**src/hw/rtl/elsd_pkg.sv**
```systemverilog
// ----------------------------------------------------------------------------
// elsd_pkg
// Shared types and constants for the edge list sort and dedupe core.
// ----------------------------------------------------------------------------
`default_nettype none

package elsd_pkg;

	localparam int MAX_EDGES  = 1024;
	localparam int INDEX_BITS = 32;

	localparam int IDX_W  = 32;
	localparam int KEY_W  = 2 * IDX_W;
	localparam int CNT_W  = $clog2(MAX_EDGES + 1);
	localparam int ADDR_W = $clog2(MAX_EDGES);
	localparam int GRP    = 32;
	localparam int NGRP   = (MAX_EDGES + GRP - 1) / GRP;

	localparam logic [IDX_W-1:0] IDX_MASK = {IDX_W{1'b1}} >> (IDX_W - INDEX_BITS);

	typedef logic [KEY_W-1:0]  key_t;
	typedef logic [CNT_W-1:0]  cnt_t;
	typedef logic [CNT_W:0]    cnt_ext_t;
	typedef logic [ADDR_W-1:0] addr_t;
	typedef logic [IDX_W-1:0]  idx_t;

	// opcodes
	localparam logic [1:0] OP_LOAD  = 2'd0;
	localparam logic [1:0] OP_FETCH = 2'd1;
	localparam logic [1:0] OP_CLEAR = 2'd2;

	// status codes
	localparam logic [2:0] ST_STORED = 3'd0;
	localparam logic [2:0] ST_LOOP   = 3'd1;
	localparam logic [2:0] ST_FULL   = 3'd2;
	localparam logic [2:0] ST_ZERO   = 3'd3;
	localparam logic [2:0] ST_EDGE   = 3'd4;
	localparam logic [2:0] ST_END    = 3'd5;

	// configuration register indexes
	localparam logic [1:0] CFG_DROP_LOOPS = 2'd0;
	localparam logic [1:0] CFG_ONE_BASED  = 2'd1;
	localparam logic [1:0] CFG_ADD_REV    = 2'd2;

	typedef struct packed {
		logic [1:0] opcode;
		idx_t       row_index;
		idx_t       col_index;
	} cmd_t;

	typedef struct packed {
		logic [2:0] status;
		idx_t       out_row;
		idx_t       out_col;
		logic       is_last;
	} res_t;

	// broadcast from the controller to every cell
	typedef struct packed {
		logic ins_en;
		key_t ins_key;
		key_t probe_a;
		key_t probe_b;
		cnt_t count;
		cnt_t rd_ptr;
	} bcast_t;

	// per-cell contribution to the reduction tree
	typedef struct packed {
		logic hit_a;
		logic hit_b;
		key_t key;
	} cell_out_t;

endpackage

`default_nettype wire

```
**src/hw/rtl/elsd_cell.sv**
```systemverilog
// ----------------------------------------------------------------------------
// elsd_cell
// One slot of the sorted key chain: holds a key, takes the inserted key or shifts
// from its left neighbor on insert and reports probe hits and the fetch-selected key.
// ----------------------------------------------------------------------------
`default_nettype none

module elsd_cell (
	input  logic               clk,
	input  elsd_pkg::addr_t    idx,
	input  elsd_pkg::bcast_t   bc,
	input  elsd_pkg::key_t     prev_key,
	input  logic               prev_lt,
	output elsd_pkg::key_t     key,
	output logic               lt,
	output elsd_pkg::cell_out_t co
);

	elsd_pkg::key_t key_q;
	elsd_pkg::cnt_t pos;
	logic           occ;

	assign pos = elsd_pkg::cnt_t'(idx);
	assign occ = pos < bc.count;
	assign lt  = occ && (key_q < bc.ins_key);
	assign key = key_q;

	always_comb begin
		co.hit_a = occ && (key_q == bc.probe_a);
		co.hit_b = occ && (key_q == bc.probe_b);
		co.key   = (pos == bc.rd_ptr) ? key_q : '0;
	end

	always_ff @(posedge clk) begin
		if (bc.ins_en && !lt) begin
			key_q <= prev_lt ? bc.ins_key : prev_key;
		end
	end

endmodule

`default_nettype wire

```
**config.mk**
```make
export PLATFORM = sky130hd
export DESIGN_NAME = elsd_cell
export DESIGN_NICKNAME = d
export VERILOG_FILES = /design/src/hw/rtl/elsd_pkg.sv /design/src/hw/rtl/elsd_cell.sv
export SDC_FILE = /design/constraint.sdc
export NUM_CORES = 1
export LEC_CHECK = 0
export BUFFER_PORTS_ARGS = -buffer_cell sky130_fd_sc_hd__buf_4
export CORE_AREA = 2 2 166 168
export DETAILED_ROUTE_END_ITERATION = 8
export DIE_AREA = 0 0 168 170
export MAX_ROUTING_LAYER = met4
export SETUP_SLACK_MARGIN = 0.05
export SKIP_CTS_REPAIR_TIMING = 1
export SYNTH_ARGS = -nofsm -noshare
export SYNTH_HDL_FRONTEND = slang
export SYNTH_SLANG_ARGS = --single-unit
```
**constraint.sdc**
```tcl
create_clock -name clk -period 19.55 [get_ports clk]
set_input_delay 3.91 -clock clk [delete_from_list [all_inputs] [get_ports clk]]
set_output_delay 3.91 -clock clk [all_outputs]
set_load 0.02 [all_outputs]
```
==> out/metrics.yaml <==
placed_design:
  place.gp.congestion: 0.881
  dp.cells: 1399
  placed_area_um2: 10000
  dp_hpwl_mm: 27.7
  portBuffers: 421
  dp_slack_ns: 9.37
route:
  wire_per_inst_um: 23.2
  via_per_inst: 4.63
  antenna_left: 0
  wirelength_mm: 32.9
  drtPass1Iterations: 4
  via_count: 6544
  drc: 0
  drt_iter0_drc: 248
global_routing:
  grtUsageTotal_pct: 22.9
  grt_pass1_vias: 6847
  grt-ovfl-total: 0
  grt_max_degree: 65
  antenna_found_initial: 0
  grt_first_pass_wirelength_mm: 45.4
timing:
  relSlewSlack_pct: 35.0
  rsz0062_at_grt: "no"
  min_period_over_period_pct: 51.9
  fin_crit_ns: 10.14
  finalHoldViolCount: 0
  report.final.slew_viol_count: 0
  fin_worst_skew_ns: 0.0121
  fin_ws_ns: 9.41
  worst_slew_pin_slew_ns: 0.975
  max_freq_ghz: 0.0987
  finalSetupViolCount: 0
  setup_tns_ns: 0
pwr:
  pwr-share-clk_pct: 31.3
  p_per_area_nw_per_um2: 54.7
  p_seq_share_pct: 35.1
  pwr-share-comb_pct: 33.6
  p_int_mw: 0.379
  p_sw_mw: 0.185
  p_leak_nw: 4.74
  swShare_pct: 32.8
  p_total_mw: 0.564
  peakVddDrop_v: 0.0000296
setup_path:
  cp-start-kind: "input port"
  crit_top_cell: "buf_4"
  critical_path.cell_chain: "buf_4 > inv_1 > ha_1 > nand4_1 > nor3_1 > nand3_1 > nor4_1 > a2111oi_2 > and3_1 > buf_4"
  end_kind: "output port"
  arrival_ns: 6.23
  critPathMaxStageDelay_ns: 0.44
  critPathKind: "input port to output port"
  path_max_fanout: 3
  slowest_stage: "nor3_1"
  required_ns: 15.64
die:
  core_area_um2: 26700
  row_count: 60
  start_util_pct: 24.2
  die_x_um: 168
  die_area_um2: 28600
  die_y_um: 170
  ios: 422
cells_and_area:
  fillers: 2769
  fin_nets: 1432
  final_cell_mix: "buf_4 (423), xnor2_1 (128), inv_1 (73)"
  final_common_cell: "buf_4"
  final_area_um2: 10300
  area_growth_pct: 60.1
  layout-drive-gt1-share_pct: 47.3
  fin_cells: 1414
  diodes: 0
  largest_register_ffs: 64
clocking:
  cts_root_buf: "clkbuf_16"
  numClockSinks: 64
  htreeDepth: 3
  clk_latency_ns: 0.34
  numCtsBuffers: 9
  clkSlewWorstSetupHoldPaths_ns: 0.06
  cts_tree: "built"
  clockBufferDepth: 2
outcome:
  outcome: "finished, final reports clean"
logic_synthesis:
  synthFlopType: "edfxtp_1"
  ys_seq_area_share_pct: 29.8
  syn-cell-area_um2: 6440
  ys_types: 34
  syn_nets: 1011
  synth_edf_count: 64
  async_flop_share_pct: 0
  synth-seq-cells: 64
  syn_avg_cell_area_um2: 9.94
  postSynthCellCount: 648
  ys_warn_count: 0
hold_path:
  hp-class: "register to register"
run:
  cap_violations: 0
## cell families after synthesis
| kind of cell | count (synthesis) | share of synthesized area [%] |
|---|---|---|
| AOI/OAI and AO/OA | 56 | 5.58 |
| xor gates and xnor gates | 138 | 18.8 |
| adders and majority gates | 72 | 14.0 |
| buffers and inverters | 86 | 5.01 |
| DFF | 64 | 29.8 |
| muxes | 64 | 11.2 |
| and+or+nand+nor | 168 | 15.6 |
## Yosys cell counts (2+ instances only)
master / instances / area [um^2]
nand4_1: 41 / 257
nand3_1: 8 / 40.0
nor2_1: 9 / 33.8
xnor2_1: 128 / 1120
nand2_1: 21 / 78.8
nand2b_1: 2 / 12.5
mux2_2: 64 / 721
a221oi_1: 3 / 26.3
inv_1: 73 / 274
o21ai_0: 13 / 65.1
a211oi_1: 6 / 45.0
edfxtp_1: 64 / 1920
a2111oi_2: 3 / 45.0
ha_1: 72 / 901
clkbuf_1: 13 / 48.8
and4_1: 5 / 43.8
xor2_1: 10 / 87.6
nor4_1: 12 / 75.1
a21oi_1: 24 / 120
and2_1: 63 / 394
## worst max-delay path, delay by kind of cell
kind,cells,cell delay [ns]
AND/OR/NAND/NOR,5,1.53
AO/OA/AOI/OAI,1,0.17
adder cells (fa/ha/maj),1,0.31
buffers and inverters,3,0.31
## through the flow
step	hold WS, ns	utilization [%]
final	1.91	38.7
after global routing	1.99	38.7
after CTS	1.95	38.7
after detailed placement	1.93	37.5
after global placement	1.93	37.5
after floorplan	2.74	-
## worst paths after layout
path	from	end	slack (ns)	depth (start not counted)
worst min-delay path	key[31]$_DFFE_PP_	key[28]$_DFFE_PP_	1.91	5
worst max register to register	key[63]$_DFFE_PP_	key[57]$_DFFE_PP_	15.67	8
worst max-delay path	bc[213]	lt	9.41	10
worst min register to register	key[31]$_DFFE_PP_	key[28]$_DFFE_PP_	1.91	5
## cell type report
class / count / area (um^2) / share of cell area, %
clock inverter: 6 / 75.1 / 0.728
sequential: 64 / 1920 / 18.6
clock buffer: 9 / 225 / 2.18
multi-input combinational: 498 / 4210 / 40.8
tap: 341 / 427 / 4.14
timing repair buffer: 423 / 3180 / 30.8
inverter: 73 / 274 / 2.66
## per-layer routing
layer / GRT usage, % / wire (um) / vias up
li1: - / - / 3135
met5: - / 0 / -
met1: 27.6 / 13800 / 3087
met2: 39.9 / 16600 / 299
met4: 5.37 / 533 / 0
met3: 3.98 / 2030 / 23
## power groups by stage
stage | Clock [mW] | Sequential (mW) | Combinational (mW)
2_1_floorplan | 0 | 0.200 | 0.0810
3_3_place_gp | 0 | 0.202 | 0.188
3_5_place_dp | 0 | 0.202 | 0.190
4_1_cts | 0.182 | 0.199 | 0.192
5_1_grt | 0.185 | 0.200 | 0.206
6_report | 0.176 | 0.198 | 0.189
Power figures use the tool's default switching activity.
